$ cat src/rtl/mlpq_pkg.sv
// Package with constants, codes and types of the multilevel priority ready queue.
`timescale 1ns / 1ps

package mlpq_pkg;

    localparam int LEVELS       = 5;
    localparam int QUEUE_DEPTH  = 16;
    localparam int TASK_ID_BITS = 8;

    localparam int LVL_W   = (LEVELS > 1) ? $clog2(LEVELS) : 1;
    localparam int HEAD_W  = (QUEUE_DEPTH > 1) ? $clog2(QUEUE_DEPTH) : 1;
    localparam int COUNT_W = $clog2(QUEUE_DEPTH + 1);
    localparam int SUM_W   = COUNT_W + 1;
    localparam int SLOTS   = LEVELS * QUEUE_DEPTH;
    localparam int ADDR_W  = (SLOTS > 1) ? $clog2(SLOTS) : 1;

    localparam int PRIO_W  = 3;
    localparam int IN_DATA_W  = 16;
    localparam int OUT_DATA_W = 16;

    typedef enum logic [1:0] {
        CMD_ENQUEUE = 2'd0,
        CMD_PICK    = 2'd1,
        CMD_STEAL   = 2'd2
    } t_cmd;

    typedef enum logic [1:0] {
        ST_OK    = 2'd0,
        ST_FULL  = 2'd1,
        ST_RANGE = 2'd2
    } t_status;

endpackage

$ cat src/rtl/multilevel_priority_ready_queue_core.sv
// Top level of the multilevel priority ready queue: per-level FIFOs, pick, steal, preemption.
`timescale 1ns / 1ps

// Keeps one FIFO of task ids for each priority level in a single slot memory
// (level 0 is best). Each beat on the slave stream is an enqueue, a pick of
// the best level's head or a steal of the worst level's tail, and gives exactly
// one beat on the master stream. A beat goes from an input register through
// the head/count update and slot memory access into the result register; the
// slot memory read is registered. One beat is taken every cycle while the
// master stream does not stall, and a result held by the master stream stalls
// the slave stream. The user must write the preemption enable register through
// the cfg channel only while no beat is in flight; the block does not enforce it.
module multilevel_priority_ready_queue_core
    import mlpq_pkg::*;
(
    input  logic                  i_clk,
    input  logic                  i_rst_n,
    input  logic                  s_axis_tvalid,
    output logic                  s_axis_tready,
    // task_id[7:0], task_prio[10:8], task_is_idle[11], was_preempted[12],
    // running_prio[15:13]
    input  logic [IN_DATA_W-1:0]  s_axis_tdata,
    // command[1:0]
    input  logic [1:0]            s_axis_tuser,
    output logic                  m_axis_tvalid,
    input  logic                  m_axis_tready,
    // out_task_id[7:0], task_found[8], resched_req[9],
    // requeue_running_front[10], status[12:11], zero[15:13]
    output logic [OUT_DATA_W-1:0] m_axis_tdata,
    input  logic                  i_cfg_valid,
    output logic                  o_cfg_ready,
    input  logic [0:0]            i_cfg_data
);

    logic                    r_cfg_preempt;

    logic                    r_in_valid;
    logic [1:0]              r_cmd;
    logic [TASK_ID_BITS-1:0] r_task_id;
    logic [PRIO_W-1:0]       r_task_prio;
    logic                    r_is_idle;
    logic                    r_preempted;
    logic [PRIO_W-1:0]       r_run_prio;

    logic [HEAD_W-1:0]       r_heads  [LEVELS];
    logic [COUNT_W-1:0]      r_counts [LEVELS];
    logic [HEAD_W-1:0]       n_heads  [LEVELS];
    logic [COUNT_W-1:0]      n_counts [LEVELS];

    logic [TASK_ID_BITS-1:0] r_mem [SLOTS];
    logic [TASK_ID_BITS-1:0] r_rd_data;

    logic                    r_out_valid;
    logic                    r_found;
    logic                    r_resched;
    logic                    r_front;
    t_status                 r_status;

    logic                    n_found;
    logic                    n_resched;
    logic                    n_front;
    t_status                 n_status;

    logic                    wr_en;
    logic                    rd_en;
    logic [ADDR_W-1:0]       wr_addr;
    logic [ADDR_W-1:0]       rd_addr;

    logic                    advance;
    logic                    in_accept;

    logic [LEVELS-1:0]       nonempty;
    logic [LVL_W-1:0]        best_lvl;
    logic [LVL_W-1:0]        worst_lvl;
    logic [LVL_W-1:0]        enq_lvl;
    logic [SUM_W-1:0]        pos_sum;
    logic [HEAD_W-1:0]       pos;

    function automatic logic [ADDR_W-1:0] slot_addr(input logic [LVL_W-1:0] lvl,
                                                    input logic [HEAD_W-1:0] p);
        slot_addr = ADDR_W'(lvl) * ADDR_W'(QUEUE_DEPTH) + ADDR_W'(p);
    endfunction

    function automatic logic [HEAD_W-1:0] wrap_pos(input logic [SUM_W-1:0] s);
        logic [SUM_W-1:0] w;
        w = (s >= SUM_W'(QUEUE_DEPTH)) ? s - SUM_W'(QUEUE_DEPTH) : s;
        wrap_pos = w[HEAD_W-1:0];
    endfunction

    assign advance       = r_in_valid && (!r_out_valid || m_axis_tready);
    assign s_axis_tready = !r_in_valid || advance;
    assign in_accept     = s_axis_tvalid && s_axis_tready;
    assign o_cfg_ready   = 1'b1;

    assign m_axis_tvalid = r_out_valid;
    assign m_axis_tdata  = {3'b000, r_status, r_front, r_resched, r_found,
                            (r_found ? r_rd_data : TASK_ID_BITS'(0))};

    always_ff @(posedge i_clk) begin
        if (!i_rst_n) begin
            r_cfg_preempt <= 1'b0;
        end else if (i_cfg_valid && o_cfg_ready) begin
            r_cfg_preempt <= i_cfg_data[0];
        end
    end

    always_ff @(posedge i_clk) begin
        if (!i_rst_n) begin
            r_in_valid <= 1'b0;
        end else if (in_accept) begin
            r_in_valid <= 1'b1;
        end else if (advance) begin
            r_in_valid <= 1'b0;
        end
    end

    always_ff @(posedge i_clk) begin
        if (in_accept) begin
            r_cmd       <= s_axis_tuser;
            r_task_id   <= s_axis_tdata[7:0];
            r_task_prio <= s_axis_tdata[10:8];
            r_is_idle   <= s_axis_tdata[11];
            r_preempted <= s_axis_tdata[12];
            r_run_prio  <= s_axis_tdata[15:13];
        end
    end

    always_comb begin
        for (int i = 0; i < LEVELS; i++) begin
            nonempty[i] = (r_counts[i] != '0);
        end
        best_lvl = '0;
        for (int i = LEVELS - 1; i >= 0; i--) begin
            if (nonempty[i]) begin
                best_lvl = LVL_W'(i);
            end
        end
        worst_lvl = '0;
        for (int i = 0; i < LEVELS; i++) begin
            if (nonempty[i]) begin
                worst_lvl = LVL_W'(i);
            end
        end
    end

    always_comb begin
        n_heads   = r_heads;
        n_counts  = r_counts;
        n_found   = 1'b0;
        n_resched = 1'b0;
        n_front   = 1'b0;
        n_status  = ST_OK;
        wr_en     = 1'b0;
        rd_en     = 1'b0;
        wr_addr   = '0;
        rd_addr   = '0;
        enq_lvl   = r_task_prio[LVL_W-1:0];
        pos_sum   = '0;
        pos       = '0;
        case (r_cmd)
            CMD_ENQUEUE: begin
                if (r_is_idle) begin
                    n_status = ST_OK;
                end else if ({1'b0, r_task_prio} >= 4'(LEVELS)) begin
                    n_status = ST_RANGE;
                end else if (r_counts[enq_lvl] >= COUNT_W'(QUEUE_DEPTH)) begin
                    n_status = ST_FULL;
                end else begin
                    pos_sum = SUM_W'(r_heads[enq_lvl]) + SUM_W'(r_counts[enq_lvl]);
                    pos     = wrap_pos(pos_sum);
                    wr_en   = 1'b1;
                    wr_addr = slot_addr(enq_lvl, pos);
                    n_counts[enq_lvl] = r_counts[enq_lvl] + COUNT_W'(1);
                    if (!r_preempted && r_cfg_preempt && (r_task_prio < r_run_prio)) begin
                        n_resched = 1'b1;
                        n_front   = 1'b1;
                    end
                end
            end
            CMD_PICK: begin
                if (|nonempty) begin
                    n_found = 1'b1;
                    rd_en   = 1'b1;
                    rd_addr = slot_addr(best_lvl, r_heads[best_lvl]);
                    n_heads[best_lvl] = (r_heads[best_lvl] == HEAD_W'(QUEUE_DEPTH - 1))
                                        ? '0 : r_heads[best_lvl] + HEAD_W'(1);
                    n_counts[best_lvl] = r_counts[best_lvl] - COUNT_W'(1);
                end
            end
            CMD_STEAL: begin
                if (|nonempty) begin
                    n_found = 1'b1;
                    rd_en   = 1'b1;
                    pos_sum = SUM_W'(r_heads[worst_lvl]) + SUM_W'(r_counts[worst_lvl])
                              - SUM_W'(1);
                    pos     = wrap_pos(pos_sum);
                    rd_addr = slot_addr(worst_lvl, pos);
                    n_counts[worst_lvl] = r_counts[worst_lvl] - COUNT_W'(1);
                end
            end
            default: begin
                n_status = ST_OK;
            end
        endcase
    end

    always_ff @(posedge i_clk) begin
        if (!i_rst_n) begin
            for (int i = 0; i < LEVELS; i++) begin
                r_heads[i]  <= '0;
                r_counts[i] <= '0;
            end
        end else if (advance) begin
            r_heads  <= n_heads;
            r_counts <= n_counts;
        end
    end

    always_ff @(posedge i_clk) begin
        if (advance && wr_en) begin
            r_mem[wr_addr] <= r_task_id;
        end
    end

    always_ff @(posedge i_clk) begin
        if (advance && rd_en) begin
            r_rd_data <= r_mem[rd_addr];
        end
    end

    always_ff @(posedge i_clk) begin
        if (!i_rst_n) begin
            r_out_valid <= 1'b0;
        end else if (advance) begin
            r_out_valid <= 1'b1;
        end else if (m_axis_tready) begin
            r_out_valid <= 1'b0;
        end
    end

    always_ff @(posedge i_clk) begin
        if (advance) begin
            r_found   <= n_found;
            r_resched <= n_resched;
            r_front   <= n_front;
            r_status  <= n_status;
        end
    end

endmodule
$ cat config.mk
export PLATFORM = sky130hd
export DESIGN_NAME = multilevel_priority_ready_queue_core
export DESIGN_NICKNAME = d
export VERILOG_FILES = /design/src/rtl/mlpq_pkg.sv /design/src/rtl/multilevel_priority_ready_queue_core.sv
export SDC_FILE = /design/constraint.sdc
export NUM_CORES = 1
export LEC_CHECK = 0
export BUFFER_PORTS_ARGS = -buffer_cell sky130_fd_sc_hd__buf_2
export CAP_MARGIN = 15
export CORE_ASPECT_RATIO = 0.9
export CORE_MARGIN = 1
export CORE_UTILIZATION = 50
export CTS_BUF_LIST = sky130_fd_sc_hd__clkbuf_8 sky130_fd_sc_hd__clkbuf_16
export DETAILED_ROUTE_END_ITERATION = 8
export HOLD_SLACK_MARGIN = 0.02
export PLACE_DENSITY_LB_ADDON = 0.1
export SETUP_SLACK_MARGIN = 0.05
export SLEW_MARGIN = 20
export SYNTH_ARGS = -nofsm -noshare
export SYNTH_HDL_FRONTEND = slang
export SYNTH_SLANG_ARGS = --single-unit
$ cat constraint.sdc
create_clock -name i_clk -period 5.46 [get_ports i_clk]
set_input_delay 1.638 -clock i_clk [delete_from_list [all_inputs] [get_ports i_clk]]
set_output_delay 1.638 -clock i_clk [all_outputs]
set_load 0.005 [all_outputs]
==> flow_summary.yaml, run 1 <==
hold_path:
  holdPathStages: 1
  holdPathEnd: "m_axis_tvalid"
  hp-start: "r_in_valid"
  hp-class: "reg2reg"
setup_path:
  rr_startpoint: "r_counts[19]"
  setup.worst_path.class: "reg2reg"
  end_kind: "flop"
  rrSetupSlack_ns: 0.22
  path_buf_inv: 4
  ff2ff_path_depth: 23
  path_cells: "or4_4 > o211ai_1 > a21oi_2 > mux2i_1 > a211oi_1 > a211o_1 > o21ai_0 > ha_1 > inv_1 > ha_1 > inv_1 > fa_2 > xnor2_2 > a21o_1 > and3_1 > o21ai_4 > buf_4 > a21o_1 > buf_12 > o221ai_1 > a211o_1 > o311ai_0 > o211ai_1"
  slowest_stage: "or4_4"
  worst-endpoint-required_ns: 5.82
  r2r-end: "r_rd_data[4]"
  cp_top_family: "compound AO/OA/AOI/OAI gates"
  worstPathArrival_ns: 5.60
  slowest_delay_ns: 0.53
  worst_setup_path_start_kind: "flop"
  worstPathMaxFanout: 17
global_route:
  antenna_found_initial: 2
  grt_use_total_pct: 32.93
  grt_pass1_wl_um: 151200
  grt_max_degree: 92
  grt_overflow_total: 0
  grt_pass1_vias: 22090
clocking:
  cts_tree: "done"
  clock_latency_ns: 0.63
  root_buffer: "clkbuf_16"
  cts_sinks: 718
  cts_max_level: 3
  ctsHoldBuffers: 0
  clk_path_buf_depth: 3
  cts_buffers: 75
  clk_pin_slew_ns: 0.06
timing:
  fin_worst_skew_ns: 0.01974
  tightest_slew_ns: 1.161
  setup_tns_ns: 0
  timing.final.max_slew_violations: 0
  relSlewSlack_pct: 22.60
  hold_violations: 0
  fmax_ghz: 0.1909
  post-route-period-util_pct: 95.94
  finalWorstSetupSlack_ns: 0.2218
  finalHoldWorstSlack_ns: 0.5273
  period_needed_ns: 5.238
  report.final.setup_viol: 0
  rsz0062_at_grt: "yes"
finish:
  layout-drive-gt1-share_pct: 18.77
  n_antenna_cell: 0
  final_nets: 2873
  area_growth_pct: 18.32
  final_util_pct: 59.77
  n_fill_cell: 5057
  design_area_sq_um: 37410
synth:
  synth_top_area_share_pct: 63.63
  synth_edf_count: 670
  synthArstFlopShare_pct: 0
  synth_common_cells: "edfxtp_1, nand2_1, nor2_1, a21oi_1"
  syn_area_sq_um: 31620
  synth_seq_cells: 718
  yosysSeqAreaShare_pct: 66.67
  synthFlopType: "edfxtp_1"
  synthCells: 2573
  synthDistinctLibCells: 87
  yosys_warnings: 0
  synth.area.top_cells: "edfxtp_1, nand2_1, dfxtp_1, mux2i_1, a21oi_1"
  syn_area_per_cell_sq_um: 12.29
  yosysMostFrequentCell: "edfxtp_1"
  synth_top_cell_by_area: "edfxtp_1"
place:
  dpl-instance-area_sq_um: 34430
  place.gp.congestion: 0.9767
  numPortBuffers: 38
  hpwl_um: 69100
  post-place-ws_ns: -0.1152
route:
  avgViaCountPerCell: 6.206
  drcViolationCount: 0
  dr.pass1.iters: 6
  wl_per_cell_um: 28.50
  drt_iter0_markers: 3046
  detail-route-antenna-nets: 0
  wirelength_um: 106400
  dr_total_vias: 23170
floorplanning:
  ios: 43
  fp.dieW_um: 267.1
  die_area_sq_um: 64250
  die_h_um: 240.6
  rows: 87
  core_area_sq_um: 62590
  initial_core_util_pct: 50.52
power:
  ir_worst_vdd_mv: 0.3059
  p_per_area_nw_per_um2: 430.7
  leakage_uw: 0.01325
job:
  max_cap_violations: 0
outcome:
  status: "finished, final reports clean"
-- per-layer routing --
| metal | up-vias | global-route usage, % | wire length, um |
|---|---|---|---|
| li1 | 10190 | - | - |
| met1 | 11460 | 47.17 | 45060 |
| met2 | 1321 | 47.35 | 45390 |
| met3 | 199 | 9.254 | 11790 |
| met4 | 2 | 13.24 | 4151 |
| met5 | - | 0 | 8 |
-- placed cells by master, fill, tap and decap left out, types with 38 or more instances in the layout --
master,instances
inv_1,46
a21oi_1,145
nand3_1,112
nor3_1,60
dfxtp_1,48
nor2_1,188
buf_2,38
a31oi_1,38
nand2_1,466
buf_4,277
mux2i_1,86
o21ai_0,112
clkbuf_16,79
edfxtp_1,670
-- flip-flops by register name, indices dropped and copies added, names as in the netlist --
| register | count |
|---|---|
| r_found | 1 |
| r_task_id | 8 |
| r_cfg_preempt | 1 |
| enq_lvl | 3 |
| r_in_valid | 1 |
| r_front | 1 |
| r_counts | 25 |
| r_cmd | 2 |
| m_axis_tvalid | 1 |
| r_run_prio | 3 |
| r_mem | 640 |
| r_preempted | 1 |
| r_status | 2 |
| r_heads | 20 |
| r_rd_data | 8 |
| r_is_idle | 1 |
-- area by class of cell --
class	count	area, sq um	share of cell area, %
Clock buffer	78	1952	5.217
Clock inverter	57	623.1	1.665
Inverter	33	123.9	0.3311
Multi-Input combinational cell	1664	9863	26.36
Sequential cell	718	21080	56.35
Tap cell	845	1057	2.826
Timing Repair Buffer	338	2713	7.251
-- power by group --
group	switching [uW]	total (uW)	internal, uW
sequential	28.7	6090	6060
combinational	3050	4690	1640
clock	2160	5330	3170
total	5240	16100	10900
-- kinds of logic (layout without fill, tap and decap cells) --
group / count (synthesis) / count (layout) / synth area share, %
AND/OR/NAND/NOR: 954 / 955 / 13.21
flip-flops: 718 / 718 / 66.67
AO/OA/AOI/OAI: 560 / 560 / 11.88
buffers and inverters: 194 / 506 / 2.920
multiplexers: 111 / 111 / 4.076
adder cells (fa/ha/maj): 19 / 19 / 0.7993
XOR/XNOR: 15 / 15 / 0.4155
other: 2 / 4 / 0.02375
-- worst reg2reg max path, delay by kind of cell (launching register included) --
| kind | cells | cell delay [ns] |
|---|---|---|
| AOI/OAI and AO/OA | 12 | 2.36 |
| adders and majority gates | 3 | 0.84 |
| and+or+nand+nor | 2 | 0.72 |
| buffers and inverters | 4 | 0.47 |
| DFF | 1 | 0.31 |
| muxes | 1 | 0.16 |
| xor gates and xnor gates | 1 | 0.14 |
-- through the flow --
stage               cells  power [uW]
finish               3733       16110
global route         3733       16630
CTS                  3722       15850
detailed placement   3582       10520
global placement     3582       10520
floorplan            2575        8656
-- worst max-delay path by stage --
stage / from / to / slack [ns] / cells past startpoint
global placement: r_counts[19] / r_rd_data[2] / -0.08 / 21
detailed placement: r_counts[19] / r_rd_data[2] / -0.12 / 21
CTS: r_counts[19] / r_rd_data[2] / 0.005 / 20
floorplan: r_counts[10] / r_rd_data[0] / 0.46 / 21
global route: r_counts[19] / r_rd_data[0] / 0.007 / 24
finish: r_counts[19] / r_rd_data[4] / 0.22 / 23
-- what timing repair did --
action                     CTS  global route
gates cloned                 0             2
setup endpoints to repair    7             8
gates resized for setup      3            36
pin swaps                    2             9
setup buffers                5             9
(Power assumes the default switching activity.)
==> run 2, diff against run 1 <==
--- a/config.mk
+++ b/config.mk
@@ -12,6 +12,7 @@
 export CORE_UTILIZATION = 50
 export CTS_BUF_LIST = sky130_fd_sc_hd__clkbuf_8 sky130_fd_sc_hd__clkbuf_16
 export DETAILED_ROUTE_END_ITERATION = 8
+export GPL_TIMING_DRIVEN = 0
 export HOLD_SLACK_MARGIN = 0.02
 export PLACE_DENSITY_LB_ADDON = 0.1
 export SETUP_SLACK_MARGIN = 0.05
==> run 2 against run 1 <==
  * The run now ends with negative setup slack left
  * Sequential power barely moved
  * Register-to-register slack got worse by 0.39 ns
  * Cell count shrank 1.6%
  * Via count grew 7.7%
  * Die area stayed put
  * Maximum frequency decreased by 6.9%
  * Cell area rose by 2.0%
  * Combinational power up 27%
  * Global-route usage rose by 7.6 points
  * Clock skew is 0.0042 ns higher
  * Clock power down 6.8%
  * First-iteration DRC count rose by 46%
  * Critical path type unchanged
  * Largest power group unchanged
==> flow_summary.yaml, run 2 (synthesis gave the netlist of run 1 again) <==
global_route:
  grt_busiest_layer: "met1"
  gr-usage-met3_pct: 15.07
  grtUsageMet2_pct: 54.10
  grt_max_degree: 28
  grt_pass1_wl_um: 177800
  grt_use_total_pct: 40.50
  grt_overflow_total: 0
  met1_usage_pct: 58.99
  antenna_found_initial: 3
  grt_pass1_vias: 23030
finish:
  largest_register_ffs: 640
  final_util_pct: 60.95
  n_fill_cell: 4931
  largest_register: "r_mem"
  layout-drive-gt1-share_pct: 22.29
  area_growth_pct: 20.64
  final_common_cell: "edfxtp_1"
  multi_input_area_sq_um: 11160
  n_antenna_cell: 0
  final-seq-area_sq_um: 21100
  largest_registers: "r_mem x640, r_counts x25, r_heads x20"
  final_nets: 2816
  layout_common_cells: "edfxtp_1, nand2_1, a21oi_1, nand3_1, o21ai_0"
  finalNonFillerCells: 3672
setup_path:
  r2r-end: "r_rd_data[0]"
  rrSetupSlack_ns: -0.17
  rr_startpoint: "r_counts[2]"
  slowest_delay_ns: 0.65
  path_cells: "nor4_4 > buf_4 > nand2_4 > a21oi_4 > mux2i_1 > a211oi_2 > a211o_1 > o21ai_4 > ha_2 > inv_2 > ha_4 > inv_2 > fa_2 > nand2b_4 > a21oi_4 > buf_12 > buf_4 > mux2i_1 > a221oi_1 > a2111oi_4 > a211oi_2 > a221o_1"
  worst_setup_path_start_kind: "flop"
  worstPathArrival_ns: 5.99
  ff2ff_path_depth: 22
  worstPathMaxFanout: 10
  end_kind: "flop"
  slowest_stage: "a2111oi_4"
  setup.worst_path.class: "reg2reg"
  worst-endpoint-required_ns: 5.82
power:
  swShare_pct: 37.36
  switchingPower_uw: 6367
  p_per_area_nw_per_um2: 446.8
  ir_worst_vdd_mv: 0.3995
  combPwrFrac_pct: 34.9
  clkPwrFrac_pct: 29.2
  intPower_uw: 10680
  power_frac_seq_pct: 35.9
  leakage_uw: 0.01295
hold_path:
  holdPathEnd: "m_axis_tvalid"
  hp-start: "r_in_valid"
  holdPathStages: 1
  hp-class: "reg2reg"
floorplanning:
  initial_core_util_pct: 50.52
  die_h_um: 240.6
  ios: 43
  fp.dieW_um: 267.1
  core_area_sq_um: 62590
  die_area_sq_um: 64250
  rows: 87
route:
  wirelength_um: 130300
  detail-route-antenna-nets: 0
  drcViolationCount: 0
  dr_total_vias: 24960
  avgViaCountPerCell: 6.797
  wl_per_cell_um: 35.48
  drt_iter0_markers: 4445
  dr.pass1.iters: 6
clocking:
  cts_sinks: 718
  clk_path_buf_depth: 3
  clk_pin_slew_ns: 0.07
  ctsHoldBuffers: 0
  cts_buffers: 75
  cts_tree: "done"
  cts_max_level: 3
  root_buffer: "clkbuf_16"
  clock_latency_ns: 0.64
timing:
  fin_worst_skew_ns: 0.02394
  tightest_slew_ns: 1.165
  relSlewSlack_pct: 22.33
  report.final.setup_viol: 4
  rsz0062_at_grt: "yes"
  setup_tns_ns: -0.4129
  fmax_ghz: 0.1778
  finalWorstSetupSlack_ns: -0.1652
  post-route-period-util_pct: 103.0
  hold_violations: 0
  period_needed_ns: 5.625
  timing.final.max_slew_violations: 0
place:
  placedCellCount: 3487
  place.gp.congestion: 1.033
  numPortBuffers: 37
  hpwl_um: 91440
outcome:
  violations: "negative setup slack"
  status: "finished with violations"
job:
  max_cap_violations: 0
==> run 2: changes by cell type in the layout (fill, tap and decap cells not counted), moves of 10 or more <==
cell,change
buf_4,-201
nor2_1,-88
nor2_4,+62
buf_2,+36
buf_8,+35
clkbuf_1,+34
nor2_2,+26
nand2_1,-20
buf_6,+17
nand2_2,+14
clkbuf_4,+11
dfxtp_1,-11
o21ai_0,-11
clkbuf_2,+10
==> run 2: final cells by class <==
| type | count | share of cell area [%] |
|---|---|---|
| clock inverters | 55 | 1.079 |
| inverters | 33 | 0.3247 |
| flip-flops and latches | 718 | 55.32 |
| well taps | 845 | 2.772 |
| multi-input cells | 1664 | 29.27 |
| plain buffers | 153 | 2.955 |
| repair buffers | 128 | 3.293 |
| clock buffers | 76 | 4.986 |
==> run 2: power by group through the flow <==
stage,logic (uW),registers (uW),clock network [uW]
after detailed placement,4610,6230,0
after global routing,5990,6120,5170
after floorplan,2420,6230,0
after CTS,5230,6120,4960
after global placement,4470,6310,0
final,5950,6120,4970
==> run 2: stage by stage <==
step | setup WS (ns) | hold slack [ns] | area, sq um | power, uW
after floorplan | 0.4554 | 0.4822 | 31630 | 8656
after global placement | -2.516 | 0.5004 | 32870 | 10780
after detailed placement | -2.515 | 0.5116 | 33420 | 10830
after CTS | -0.03801 | 0.5256 | 37330 | 16310
after global routing | -0.1407 | 0.5860 | 38150 | 17280
final | -0.1652 | 0.5232 | 38150 | 17040
==> run 2: worst max path at each step <==
| stage | from | endpoint | slack (ns) | cells after the start |
|---|---|---|---|---|
| 6_report | r_counts[2] | r_rd_data[0] | -0.17 | 22 |
| 5_1_grt | r_counts[19] | r_rd_data[0] | -0.14 | 22 |
| 4_1_cts | r_counts[15] | r_rd_data[0] | -0.04 | 22 |
| 3_5_place_dp | r_counts[0] | r_rd_data[5] | -2.51 | 20 |
| 3_3_place_gp | r_counts[0] | r_rd_data[5] | -2.52 | 20 |
| 2_1_floorplan | r_counts[10] | r_rd_data[0] | 0.46 | 21 |
==> run 2: worst max-delay path: cells and delay by family (launching register included) <==
| kind | cells | cell delay, ns |
|---|---|---|
| compound gates | 9 | 2.33 |
| fa+ha+maj | 3 | 0.86 |
| simple gates | 3 | 0.62 |
| buf+inv | 5 | 0.57 |
| mux | 2 | 0.50 |
| flops | 1 | 0.43 |
==> run 2: timing repair <==
item / in CTS / in global routing
pin swaps: 37 / 40
endpoints found under the setup margin: 648 / 555
buffers inserted: 34 / 26
cloned: 1 / 1
gates resized for setup: 373 / 157
==> run 2: per-layer routing <==
metal / wire (um) / share of wire, %
met1: 52090 / 40
met2: 51430 / 39
met3: 20670 / 16
met4: 6045 / 4.6
met5: 25 / 0.019
